==> src/hw/rtl/tlch_pkg.sv <==
// Shared types, constants and helper functions for the two-lane content hash.
`default_nettype none

package tlch_pkg;

  localparam int unsigned WordW  = 64;
  localparam int unsigned HalfW  = 32;
  localparam int unsigned CountW = 4;
  localparam int unsigned Lanes  = 2;
  localparam int unsigned RotW   = 6;

  typedef logic [WordW-1:0]  word_t;
  typedef logic [HalfW-1:0]  half_t;
  typedef logic [CountW-1:0] count_t;
  typedef logic [RotW-1:0]   rot_t;

  localparam count_t FullBytes = count_t'(8);

  // Avalanche multipliers, shared by both lanes
  localparam word_t MixM1 = 64'hbf58476d1ce4e5b9;
  localparam word_t MixM2 = 64'h94d049bb133111eb;

  // Per-lane constants, lane A first
  localparam word_t AddFull [Lanes] = '{64'h517cc1b727220a95, 64'h94d049bb133111eb};
  localparam word_t MulLane [Lanes] = '{64'h9e3779b185ebca87, 64'hc2b2ae3d27d4eb4f};
  localparam word_t AddTail [Lanes] = '{64'h27d4eb2f165667c5, 64'h165667b19e3779f9};
  localparam rot_t  RotMix  [Lanes] = '{6'd27, 6'd31};
  localparam rot_t  RotOut  [Lanes] = '{6'd23, 6'd37};

  // Input item kinds
  typedef enum logic [1:0] {
    KIND_SEED   = 2'd0,
    KIND_DATA   = 2'd1,
    KIND_FINISH = 2'd2,
    KIND_UNUSED = 2'd3
  } kind_e;

  // Controller states
  typedef enum logic [2:0] {
    ST_IDLE,
    ST_FIN_LOAD,
    ST_M1_PART,
    ST_M1_SUM,
    ST_M2_PART,
    ST_M2_SUM,
    ST_LM_PART,
    ST_LM_SUM
  } ctrl_state_e;

  // What the shared avalanche is working on
  typedef enum logic [1:0] {
    PH_FULL,
    PH_TAIL,
    PH_FINAL,
    PH_OUT
  } phase_e;

  // Datapath operations
  typedef enum logic [2:0] {
    DP_HOLD,
    DP_SEED,
    DP_LOAD_WORD,
    DP_LOAD_FIN,
    DP_LOAD_OUT,
    DP_MUL_PART,
    DP_MUL_SUM
  } dp_op_e;

  // Multiplier constant select
  typedef enum logic [1:0] {
    MUL_M1,
    MUL_M2,
    MUL_LANE
  } mul_sel_e;

  // Where a finished product goes
  typedef enum logic [2:0] {
    POST_XS27,
    POST_ROT,
    POST_XOR_LANE,
    POST_SET_LANE_XS,
    POST_SET_LANE,
    POST_OUT
  } post_e;

  typedef struct packed {
    dp_op_e   op;
    mul_sel_e mul_sel;
    post_e    post;
  } dp_cmd_t;

  // Clamp the byte count to one word
  function automatic count_t clamp_bytes(count_t v);
    return (v > FullBytes) ? FullBytes : v;
  endfunction

  // Rotate left by a fixed amount
  function automatic word_t rotl(word_t x, rot_t r);
    logic [2*WordW-1:0] t;
    t = {x, x} << r;
    return t[2*WordW-1:WordW];
  endfunction

  // Fold the word onto itself shifted right
  function automatic word_t xsr(word_t x, rot_t s);
    return x ^ (x >> s);
  endfunction

  // Zero the bytes at or above the count
  function automatic word_t mask_tail(word_t w, count_t n);
    word_t m;
    m = '0;
    for (int i = 0; i < WordW / 8; i++) begin
      if (count_t'(i) < n) m[8*i +: 8] = w[8*i +: 8];
    end
    return m;
  endfunction

endpackage

`default_nettype wire

==> src/hw/rtl/tlch_ctrl.sv <==
// Controller state machine: sequences seed, mix, finalize and finish steps.
`default_nettype none

module tlch_ctrl (
  input  wire logic                     clk_i,
  input  wire logic                     rst_ni,
  input  wire logic                     in_valid_i,
  output logic                          in_stall_o,
  input  wire logic [1:0]               kind_i,
  input  wire tlch_pkg::count_t         valid_bytes_i,
  input  wire logic                     segment_end_i,
  output logic                          out_valid_o,
  input  wire logic                     out_stall_i,
  output tlch_pkg::dp_cmd_t             cmd_o
);

  tlch_pkg::ctrl_state_e state_q, state_d;
  tlch_pkg::phase_e      phase_q, phase_d;
  logic                  last_q, last_d;
  logic                  out_valid_q, out_valid_d;
  logic                  write_out;
  tlch_pkg::count_t      n_bytes;

  assign n_bytes     = tlch_pkg::clamp_bytes(valid_bytes_i);
  assign out_valid_o = out_valid_q;

  // State and control registers
  always_ff @(posedge clk_i or negedge rst_ni) begin
    if (!rst_ni) begin
      state_q     <= tlch_pkg::ST_IDLE;
      phase_q     <= tlch_pkg::PH_FULL;
      last_q      <= 1'b0;
      out_valid_q <= 1'b0;
    end else begin
      state_q     <= state_d;
      phase_q     <= phase_d;
      last_q      <= last_d;
      out_valid_q <= out_valid_d;
    end
  end

  // Next state and datapath commands
  always_comb begin
    state_d       = state_q;
    phase_d       = phase_q;
    last_d        = last_q;
    write_out     = 1'b0;
    in_stall_o    = 1'b1;
    cmd_o.op      = tlch_pkg::DP_HOLD;
    cmd_o.mul_sel = tlch_pkg::MUL_M1;
    cmd_o.post    = tlch_pkg::POST_XS27;

    unique case (state_q)
      tlch_pkg::ST_IDLE: begin
        in_stall_o = 1'b0;
        if (in_valid_i) begin
          unique case (tlch_pkg::kind_e'(kind_i))
            tlch_pkg::KIND_SEED: begin
              cmd_o.op = tlch_pkg::DP_SEED;
            end
            tlch_pkg::KIND_DATA: begin
              last_d = segment_end_i;
              if (n_bytes != '0) begin
                cmd_o.op = tlch_pkg::DP_LOAD_WORD;
                phase_d  = (n_bytes == tlch_pkg::FullBytes) ? tlch_pkg::PH_FULL
                                                            : tlch_pkg::PH_TAIL;
                state_d  = tlch_pkg::ST_M1_PART;
              end else if (segment_end_i) begin
                // empty segment: finalize only
                state_d = tlch_pkg::ST_FIN_LOAD;
              end
            end
            tlch_pkg::KIND_FINISH: begin
              cmd_o.op = tlch_pkg::DP_LOAD_OUT;
              phase_d  = tlch_pkg::PH_OUT;
              state_d  = tlch_pkg::ST_M1_PART;
            end
            tlch_pkg::KIND_UNUSED: begin
              // drop the word
            end
          endcase
        end
      end

      tlch_pkg::ST_FIN_LOAD: begin
        cmd_o.op = tlch_pkg::DP_LOAD_FIN;
        phase_d  = tlch_pkg::PH_FINAL;
        state_d  = tlch_pkg::ST_M1_PART;
      end

      tlch_pkg::ST_M1_PART: begin
        cmd_o.op      = tlch_pkg::DP_MUL_PART;
        cmd_o.mul_sel = tlch_pkg::MUL_M1;
        state_d       = tlch_pkg::ST_M1_SUM;
      end

      tlch_pkg::ST_M1_SUM: begin
        cmd_o.op   = tlch_pkg::DP_MUL_SUM;
        cmd_o.post = tlch_pkg::POST_XS27;
        state_d    = tlch_pkg::ST_M2_PART;
      end

      tlch_pkg::ST_M2_PART: begin
        cmd_o.op      = tlch_pkg::DP_MUL_PART;
        cmd_o.mul_sel = tlch_pkg::MUL_M2;
        state_d       = tlch_pkg::ST_M2_SUM;
      end

      tlch_pkg::ST_M2_SUM: begin
        unique case (phase_q)
          tlch_pkg::PH_FULL: begin
            cmd_o.op   = tlch_pkg::DP_MUL_SUM;
            cmd_o.post = tlch_pkg::POST_ROT;
            state_d    = tlch_pkg::ST_LM_PART;
          end
          tlch_pkg::PH_TAIL: begin
            cmd_o.op   = tlch_pkg::DP_MUL_SUM;
            cmd_o.post = tlch_pkg::POST_XOR_LANE;
            state_d    = last_q ? tlch_pkg::ST_FIN_LOAD : tlch_pkg::ST_IDLE;
          end
          tlch_pkg::PH_FINAL: begin
            cmd_o.op   = tlch_pkg::DP_MUL_SUM;
            cmd_o.post = tlch_pkg::POST_SET_LANE_XS;
            state_d    = tlch_pkg::ST_IDLE;
          end
          tlch_pkg::PH_OUT: begin
            // hold until the output register is free
            if (!out_valid_q || !out_stall_i) begin
              cmd_o.op   = tlch_pkg::DP_MUL_SUM;
              cmd_o.post = tlch_pkg::POST_OUT;
              write_out  = 1'b1;
              state_d    = tlch_pkg::ST_IDLE;
            end
          end
        endcase
      end

      tlch_pkg::ST_LM_PART: begin
        cmd_o.op      = tlch_pkg::DP_MUL_PART;
        cmd_o.mul_sel = tlch_pkg::MUL_LANE;
        state_d       = tlch_pkg::ST_LM_SUM;
      end

      tlch_pkg::ST_LM_SUM: begin
        cmd_o.op   = tlch_pkg::DP_MUL_SUM;
        cmd_o.post = tlch_pkg::POST_SET_LANE;
        state_d    = last_q ? tlch_pkg::ST_FIN_LOAD : tlch_pkg::ST_IDLE;
      end
    endcase
  end

  // Output valid: drop on take, raise on a new fingerprint
  always_comb begin
    out_valid_d = out_valid_q;
    if (out_valid_q && !out_stall_i) out_valid_d = 1'b0;
    if (write_out) out_valid_d = 1'b1;
  end

endmodule

`default_nettype wire

==> config.mk <==
export PLATFORM = sky130hd
export DESIGN_NAME = tlch_ctrl
export DESIGN_NICKNAME = d
export VERILOG_FILES = /design/src/hw/rtl/tlch_pkg.sv /design/src/hw/rtl/tlch_ctrl.sv
export SDC_FILE = /design/constraint.sdc
export NUM_CORES = 1
export LEC_CHECK = 0
export BUFFER_PORTS_ARGS = -buffer_cell sky130_fd_sc_hd__buf_2
export CORE_MARGIN = 5
export CORE_UTILIZATION = 40
export DETAILED_ROUTE_END_ITERATION = 10
export GPL_TIMING_DRIVEN = 0
export PLACE_DENSITY_LB_ADDON = 0.1
export SLEW_MARGIN = 10
export SYNTH_ARGS = -nofsm -noshare
export SYNTH_HDL_FRONTEND = slang
export SYNTH_SLANG_ARGS = --single-unit
==> constraint.sdc <==
create_clock -name clk_i -period 2.19 [get_ports clk_i]
set_input_delay 0 -clock clk_i [delete_from_list [all_inputs] [get_ports clk_i]]
set_output_delay 0 -clock clk_i [all_outputs]
set_load 0.01 [all_outputs]
==> results of run 1 <==
## per-layer routing
layer	global-route usage [%]	vias to the layer above	share of wire (%)
li1	-	318	-
met1	16.5	271	48
met2	18.3	26	41
met3	3.06	4	8.9
met4	6.73	0	2.1
met5	0	-	0
## cells by family after synthesis
logic type	Yosys count	synth area share (%)
AO/OA/AOI/OAI	21	21.5
adder cells (fa/ha/maj)	3	6.33
buffers and inverters	9	8.23
flip-flops	7	29.5
multiplexers	1	2.53
AND/OR/NAND/NOR	33	31.9
## registers in the layout, indices dropped and copies added (netlist names)
| name | count |
|---|---|
| last_q | 1 |
| out_valid_o | 1 |
| phase_q | 2 |
| state_q | 3 |
## cell type report
cell class              count  area share [%]
multi-input cells          58            48.7
flip-flops and latches      7            23.1
repair buffers             22            15.8
clock buffers               4            3.47
plain buffers               3            3.47
inverters                   6            2.97
well taps                  15            2.48
## final timing paths
kind / end / depth (start not counted) / from
min reg2reg: last_q$_DFFE_PN0P_ / 1 / last_q$_DFFE_PN0P_
max in group asynchronous: state_q[2]$_DFFE_PN0P_ / 2 / rst_ni
min: out_valid_o$_DFFE_PN0P_ / 3 / out_stall_i
max: cmd_o[6] / 6 / state_q[1]$_DFFE_PN0P_
min in group asynchronous: out_valid_o$_DFFE_PN0P_ / 2 / rst_ni
max reg2reg: last_q$_DFFE_PN0P_ / 5 / state_q[1]$_DFFE_PN0P_
## tightest hold or removal path: stages
cell	delay (ps)
buf_2	90
nand2_1	80
o31ai_1	70
## where the power goes
part | switching (W) | leakage (nW) | internal (W) | total (W)
sequential | 0.0000473 | 0.0863 | 0.000179 | 0.000226
combinational | 0.000281 | 0.271 | 0.000245 | 0.000526
clock | 0.0000527 | 0.0150 | 0.0000699 | 0.000123
## per-stage QoR
step	hold WS [ps]	utilization [%]	total power [W]
final	24.8	56.2	0.000875
after global placement	-155	52.7	0.000750
after floorplan	-296	-	0.000604
after detailed placement	-154	52.7	0.000751
after CTS	16.5	56.2	0.000881
after global routing	27.8	56.2	0.000960
## what timing repair did
| action | 4_1_cts | 5_1_grt |
|---|---|---|
| gates resized for setup | 0 | 0 |
| endpoints found under the hold margin | 8 | 0 |
| hold buffers | 2 | 0 |
## synth_stat cells, drive strengths merged, types with 2 or more instances
| cell | number |
|---|---|
| o21ai | 6 |
| dfrtp | 7 |
| a31oi | 3 |
| nand3 | 2 |
| nand2b | 2 |
| nor2 | 4 |
| nand2 | 8 |
| ha | 3 |
| a21oi | 6 |
| buf | 2 |
| or3 | 3 |
| nor3 | 5 |
| inv | 6 |
==> results.json, run 1 <==
{
  "synth_edf_count": 0,
  "grt_overflow": 0,
  "final_common_cell": "buf_2",
  "path_class": "register to primary output",
  "viasPerCell": 5.38,
  "synth_cell_type_count": 31,
  "post_cts_buffers": 0,
  "postRouteAntennaNets": 0,
  "multi_input_area_um2": 369,
  "worst_slew_pin_slew_ps": 449,
  "yosys.area.top_type_share_pct": 29.5,
  "cts-root-buf": "clkbuf_4",
  "mostFrequentLayoutCells": "20 x buf_2, 8 x nand2_1, 7 x dfrtp_1",
  "drt_wl_total_um": 1410,
  "dp.final_hpwl_um": 1110,
  "slowest_stage": "or3_4",
  "period_share_pct": 90.6,
  "synthFlopType": "dfrtp_1",
  "slew_headroom_pct": 69.8,
  "rows": 13,
  "cp_cell_sequence": "buf_6 > or3_4 > buf_6 > or3_4 > o21ai_0 > buf_2",
  "setup_viol": 0,
  "synth-seq-cells": 7,
  "antennaDiodeCount": 0,
  "fin_worst_skew_ps": 0.840,
  "outcome": "finished, final reports clean",
  "max_stage_delay_ps": 380,
  "grt_pass1_vias": 559,
  "fin_nets": 115,
  "core_area_mm2": 0.00135,
  "ios": 21,
  "dieArea_mm2": 0.00235,
  "syn_to_final_growth_pct": 27.8,
  "fin_area_um2": 758,
  "cts_buffers": 3,
  "cpLargestDelayFamily": "simple AND/OR/NAND/NOR gates",
  "crit_fanout": 10,
  "syn_nets": 88,
  "yosys_warnings": 0,
  "max-vdd-ir-drop_mv": 0.580,
  "vias": 619,
  "htree_levels": 1,
  "power.leakage_nw": 0.373,
  "post-place-ws_ps": 387,
  "seqCellArea_um2": 175,
  "fin_crit_ps": 1990,
  "worstSetupStartpointType": "register",
  "synth_cells": 74,
  "clock_sinks": 7,
  "arrival_ps": 1990,
  "dpl_cell_area_um2": 712,
  "die_height_um": 48.5,
  "instances_no_fill": 115,
  "ys_seq_area_share_pct": 29.5,
  "first_iter_violations": 18,
  "drc": 0,
  "cts_tree": "built",
  "clk_latency_ps": 250,
  "async_reset_ff_share_pct": 100,
  "grt_pass1_wl_um": 2390,
  "max_cap_violations": 0,
  "cp_num_buf_inv": 3,
  "drive_above_1_share_pct": 31.0,
  "cp-end-kind": "primary output",
  "wire_per_inst_um": 12.3,
  "syn-cell-area_um2": 593,
  "avgSynthCellArea_um2": 8.01,
  "hold_violations": 0,
  "tns_ps": 0,
  "synthTopCellsByArea": "dfrtp_1 30%, ha_1 6.3%, a21oi_1 5.1%",
  "groute.usage.overall_pct": 12.4,
  "r2r_slack_ps": 380,
  "die_w_um": 48.5,
  "fill_cells": 125,
  "clk_pin_slew_ps": 60,
  "report.final.slew_viol_count": 0,
  "timing.critical_path.required_ps": 2190,
  "gp_congestion": 0.770,
  "fmax_mhz": 504,
  "numPortBuffers": 20,
  "holdCritPathClass": "input port to register",
  "synth_top_area_cell": "dfrtp_1",
  "placed_cells": 109,
  "rsz0062_at_grt": "no",
  "worst_slack_ps": 205,
  "start_util_pct": 43.9,
  "power_density_mw_per_mm2": 1150,
  "cts_buffer_depth": 2,
  "grt_max_degree": 11,
  "antenna_found_initial": 0,
  "drtPass1Iterations": 4
}
(Power assumes the default switching activity.)
==> run 2, diff against run 1 <==
- clock period: 2.19 -> 2 ns (I/O delays scaled with it)
==> results.json, run 2 (synthesized netlist as in run 1, its figures left out) <==
{
  "outcome": "finished, final reports clean",
  "ios": 21,
  "reg2regPathDepth": 5,
  "grt_pass1_wl_um": 2390,
  "syn_to_final_growth_pct": 27.8,
  "cts_buffer_depth": 2,
  "grt_max_degree": 11,
  "die_height_um": 48.5,
  "htree_levels": 1,
  "r2r-end": "last_q$_DFFE_PN0P_",
  "numPortBuffers": 20,
  "cts_tree": "built",
  "drtPass1Iterations": 4,
  "slew_headroom_pct": 67.5,
  "setup_viol": 0,
  "grt_overflow": 0,
  "clk_pin_slew_ps": 60,
  "rsz0062_at_grt": "no",
  "final_common_cell": "buf_2",
  "cp-end-kind": "primary output",
  "arrival_ps": 1940,
  "cts-root-buf": "clkbuf_4",
  "max-vdd-ir-drop_mv": 0.634,
  "viasPerCell": 5.42,
  "crit_fanout": 10,
  "max_cap_violations": 0,
  "fin_nets": 115,
  "top_regs": "state_q (3), phase_q (2)",
  "wire_per_inst_um": 12.3,
  "clock_power_share_pct": 14.1,
  "p_sw_w": 0.000417,
  "p_seq_share_pct": 25.9,
  "r2r_slack_ps": 190,
  "dp.final_hpwl_um": 1110,
  "hold_violations": 0,
  "path_class": "register to primary output",
  "postRouteAntennaNets": 0,
  "power_density_mw_per_mm2": 1260,
  "gp_congestion": 0.770,
  "drc": 0,
  "first_iter_violations": 18,
  "start_util_pct": 43.9,
  "worst_slew_pin_slew_ps": 483,
  "cts_buffers": 3,
  "fin_crit_ps": 1940,
  "largest_register": "state_q",
  "largest_reg_flops": 3,
  "hold_end": "out_valid_o$_DFFE_PN0P_",
  "antenna_found_initial": 0,
  "antennaDiodeCount": 0,
  "dieArea_mm2": 0.00235,
  "comb_power_share_pct": 60.0,
  "fmax_mhz": 514,
  "post_cts_buffers": 0,
  "drive_above_1_share_pct": 31.0,
  "final_core_util_pct": 56.2,
  "timing.critical_path.required_ps": 2000,
  "groute.usage.overall_pct": 12.4,
  "min_path_cells": 3,
  "tns_ps": 0,
  "worstSetupStartpointType": "register",
  "period_share_pct": 97.2,
  "clock_sinks": 7,
  "vias": 623,
  "p_sw_share_pct": 43.5,
  "hold_start": "out_stall_i",
  "die_w_um": 48.5,
  "report.final.slew_viol_count": 0,
  "mostFrequentLayoutCells": "20 x buf_2, 8 x nand2_1, 7 x dfrtp_1, 6 x inv_1, 6 x a21oi_1",
  "fin_worst_skew_ps": 0.626,
  "r2r-start": "state_q[1]$_DFFE_PN0P_",
  "core_area_mm2": 0.00135,
  "p_int_w": 0.000542,
  "holdCritPathClass": "input port to register",
  "drt_wl_total_um": 1410,
  "clk_latency_ps": 250,
  "rows": 13,
  "grt_pass1_vias": 559,
  "power.leakage_nw": 0.373
}
## run 2: what timing repair did
item / CTS / global route
gates resized for setup: 0 / 1
hold buffers: 2 / 0
hold endpoints to repair: 8 / 0
endpoints found under the setup margin: 0 / 1
## run 2: layout make-up
| class | instances | area [um2] |
|---|---|---|
| flip-flops and latches | 7 | 175 |
| plain buffers | 3 | 26.3 |
| inverters | 6 | 22.5 |
| fillers | 125 | 592 |
| well taps | 15 | 18.8 |
| repair buffers | 22 | 120 |
| clock buffers | 4 | 26.3 |
| multi-input cells | 58 | 369 |
## run 2: routing by layer
metal | share of wire (%) | vias to the layer above | global-route usage (%)
met5 | 0 | - | 0
met4 | 2.1 | 0 | 6.73
met3 | 8.2 | 4 | 3.06
met2 | 42 | 24 | 18.3
met1 | 48 | 276 | 16.5
li1 | - | 319 | -
## run 2: power groups by stage
stage          Clock [W]  Sequential (W)  Combinational, W
6_report        0.000135        0.000248          0.000576
4_1_cts         0.000137        0.000248          0.000580
2_1_floorplan          0        0.000237          0.000425
3_3_place_gp           0        0.000249          0.000572
5_1_grt         0.000146        0.000258          0.000648
3_5_place_dp           0        0.000250          0.000572
## run 2: through the flow
stage               cell area [um2]  worst slack [ps]  hold WS [ps]  total power (W)  instances
floorplan                       593               227          -296         0.000662         74
global placement                712               198          -155         0.000821        109
detailed placement              712               197          -154         0.000822        109
CTS                             758              18.1          16.5         0.000965        115
global route                    758              1.89          27.8          0.00105        115
finish                          758              55.6          24.6         0.000959        115
## run 2: how the worst max path moves through the flow
stage	from	to	slack, ps	cells past startpoint
finish	state_q[1]$_DFFE_PN0P_	cmd_o[6]	60	6
CTS	state_q[1]$_DFFE_PN0P_	cmd_o[6]	20	6
floorplan	state_q[1]$_DFFE_PN0P_	last_q$_DFFE_PN0P_	230	5
detailed placement	state_q[1]$_DFFE_PN0P_	last_q$_DFFE_PN0P_	200	5
global placement	state_q[1]$_DFFE_PN0P_	last_q$_DFFE_PN0P_	200	5
global route	state_q[1]$_DFFE_PN0P_	cmd_o[6]	2	6
## run 2: worst max-delay path, stage by stage (launching register included)
cell	delay (ps)
dfrtp_1	370
buf_6	140
or3_4	380
buf_6	130
or3_4	380
o21ai_1	140
buf_2	150
==> run 3, diff against run 2 <==
- PLACE_DENSITY: default -> 0.7
- PLACE_DENSITY_LB_ADDON: 0.1 -> default
==> results.json, run 3 (synthesized netlist as in run 1, its figures left out) <==
{
  "mostFrequentLayoutCells": "20 x buf_2, 8 x nand2_1, 7 x dfrtp_1, 6 x inv_1, 6 x a21oi_1",
  "worst_slew_pin_slew_ps": 483,
  "slew_headroom_pct": 67.5,
  "core_area_mm2": 0.00135,
  "antenna_found_initial": 0,
  "r2r-start": "state_q[1]$_DFFE_PN0P_",
  "ios": 21,
  "cts_tree": "built",
  "wire_per_inst_um": 12.8,
  "gp_congestion": 0.752,
  "dieArea_mm2": 0.00235,
  "power.leakage_nw": 0.373,
  "p_sw_share_pct": 43.8,
  "clk_latency_ps": 250,
  "drt_wl_total_um": 1480,
  "period_share_pct": 96.0,
  "die_height_um": 48.5,
  "startpoint": "state_q[1]$_DFFE_PN0P_",
  "drive_above_1_share_pct": 31.0,
  "grt_use_met3_pct": 3.06,
  "cts_buffers": 3,
  "drc": 0,
  "grt_use_met2_pct": 21.3,
  "largest_reg_flops": 3,
  "final_core_util_pct": 56.2,
  "max-vdd-ir-drop_mv": 0.579,
  "die_w_um": 48.5,
  "clk_pin_slew_ps": 60,
  "cp-end-kind": "primary output",
  "postRouteAntennaNets": 0,
  "worstSetupStartpointType": "register",
  "grt_max_degree": 11,
  "antennaDiodeCount": 0,
  "hold_violations": 0,
  "drtPass1Iterations": 4,
  "post-place-ws_ps": 197,
  "htree_levels": 1,
  "top_regs": "state_q (3), phase_q (2)",
  "p_int_w": 0.000541,
  "numPortBuffers": 20,
  "power_density_mw_per_mm2": 1270,
  "fin_crit_ps": 1920,
  "first_iter_violations": 9,
  "setup_viol": 0,
  "timing.critical_path.required_ps": 2000,
  "vias": 624,
  "grt_pass1_vias": 625,
  "grt_overflow": 0,
  "outcome": "finished, final reports clean",
  "worst_slack_ps": 79.6,
  "met1_usage_pct": 18.0,
  "arrival_ps": 1920,
  "rows": 13,
  "crit_fanout": 10,
  "rsz0062_at_grt": "no",
  "p_sw_w": 0.000422,
  "holdCritPathClass": "input port to register",
  "fin_area_um2": 758,
  "start_util_pct": 43.9,
  "dp.final_hpwl_um": 1130,
  "hold_start": "out_stall_i",
  "comb_power_share_pct": 60.5,
  "grt_pass1_wl_um": 2690,
  "clock_power_share_pct": 13.7,
  "fin_worst_skew_ps": 3.25,
  "grt.busiest_layer": "met2",
  "max_cap_violations": 0,
  "fmax_mhz": 521,
  "largest_register": "state_q",
  "groute.usage.overall_pct": 13.8,
  "viasPerCell": 5.43,
  "report.final.slew_viol_count": 0,
  "clock_sinks": 7,
  "cts_buffer_depth": 2,
  "syn_to_final_growth_pct": 27.8,
  "fin_nets": 115,
  "tns_ps": 0,
  "cts-root-buf": "clkbuf_4",
  "dpl_cell_area_um2": 712,
  "p_seq_share_pct": 25.8,
  "path_class": "register to primary output",
  "final_common_cell": "buf_2"
}
==> run 3: area by class of cell <==
cell class / count / area [um2]
fill: 126 / 592
sequential: 7 / 175
clock buffer: 4 / 26.3
buffer: 3 / 26.3
timing repair buffer: 22 / 120
inverter: 6 / 22.5
multi-input combinational: 58 / 369
tap: 15 / 18.8
==> run 3: worst paths after layout <==
check | cells past startpoint | to | slack, ps
worst max-delay path | 6 | cmd_o[6] | 80
worst min-delay path | 3 | out_valid_o$_DFFE_PN0P_ | 20
worst max register to register | 5 | last_q$_DFFE_PN0P_ | 190
worst min register to register | 1 | last_q$_DFFE_PN0P_ | 520
max in group asynchronous | 2 | state_q[2]$_DFFE_PN0P_ | 1720
min in group asynchronous | 2 | out_valid_o$_DFFE_PN0P_ | 120
==> run 3: power by group through the flow <==
stage | logic (W) | registers, W | clock network [W]
final | 0.000583 | 0.000249 | 0.000132
after global routing | 0.000653 | 0.000256 | 0.000141
after CTS | 0.000585 | 0.000249 | 0.000131
after detailed placement | 0.000575 | 0.000251 | 0
after global placement | 0.000570 | 0.000250 | 0
after floorplan | 0.000425 | 0.000237 | 0
==> run 3: critical path, cell delays in order (launching register included) <==
cell	delay [ps]
dfrtp_1	370
buf_6	140
or3_4	380
buf_6	140
or3_4	380
o21ai_1	130
buf_2	140
==> run 3: repair_timing <==
item | CTS | global route
gates resized for setup | 0 | 1
setup endpoints to repair | 0 | 1
endpoints found under the hold margin | 8 | 0
hold buffers | 2 | 0
setup buffers | 0 | 0
==> run 3: layer usage <==
metal  vias up  share of wire, %
li1        319                 -
met1       280                47
met4         0               1.3
met3         2               6.4
met5         -                 0
met2        23                45
==> run 3: metrics by stage <==
step	hold slack [ps]	total power, W	std cells
floorplan	-296	0.000662	74
global placement	-154	0.000819	109
detailed placement	-153	0.000826	109
CTS	20.0	0.000965	115
global route	43.8	0.00105	115
finish	19.0	0.000963	115
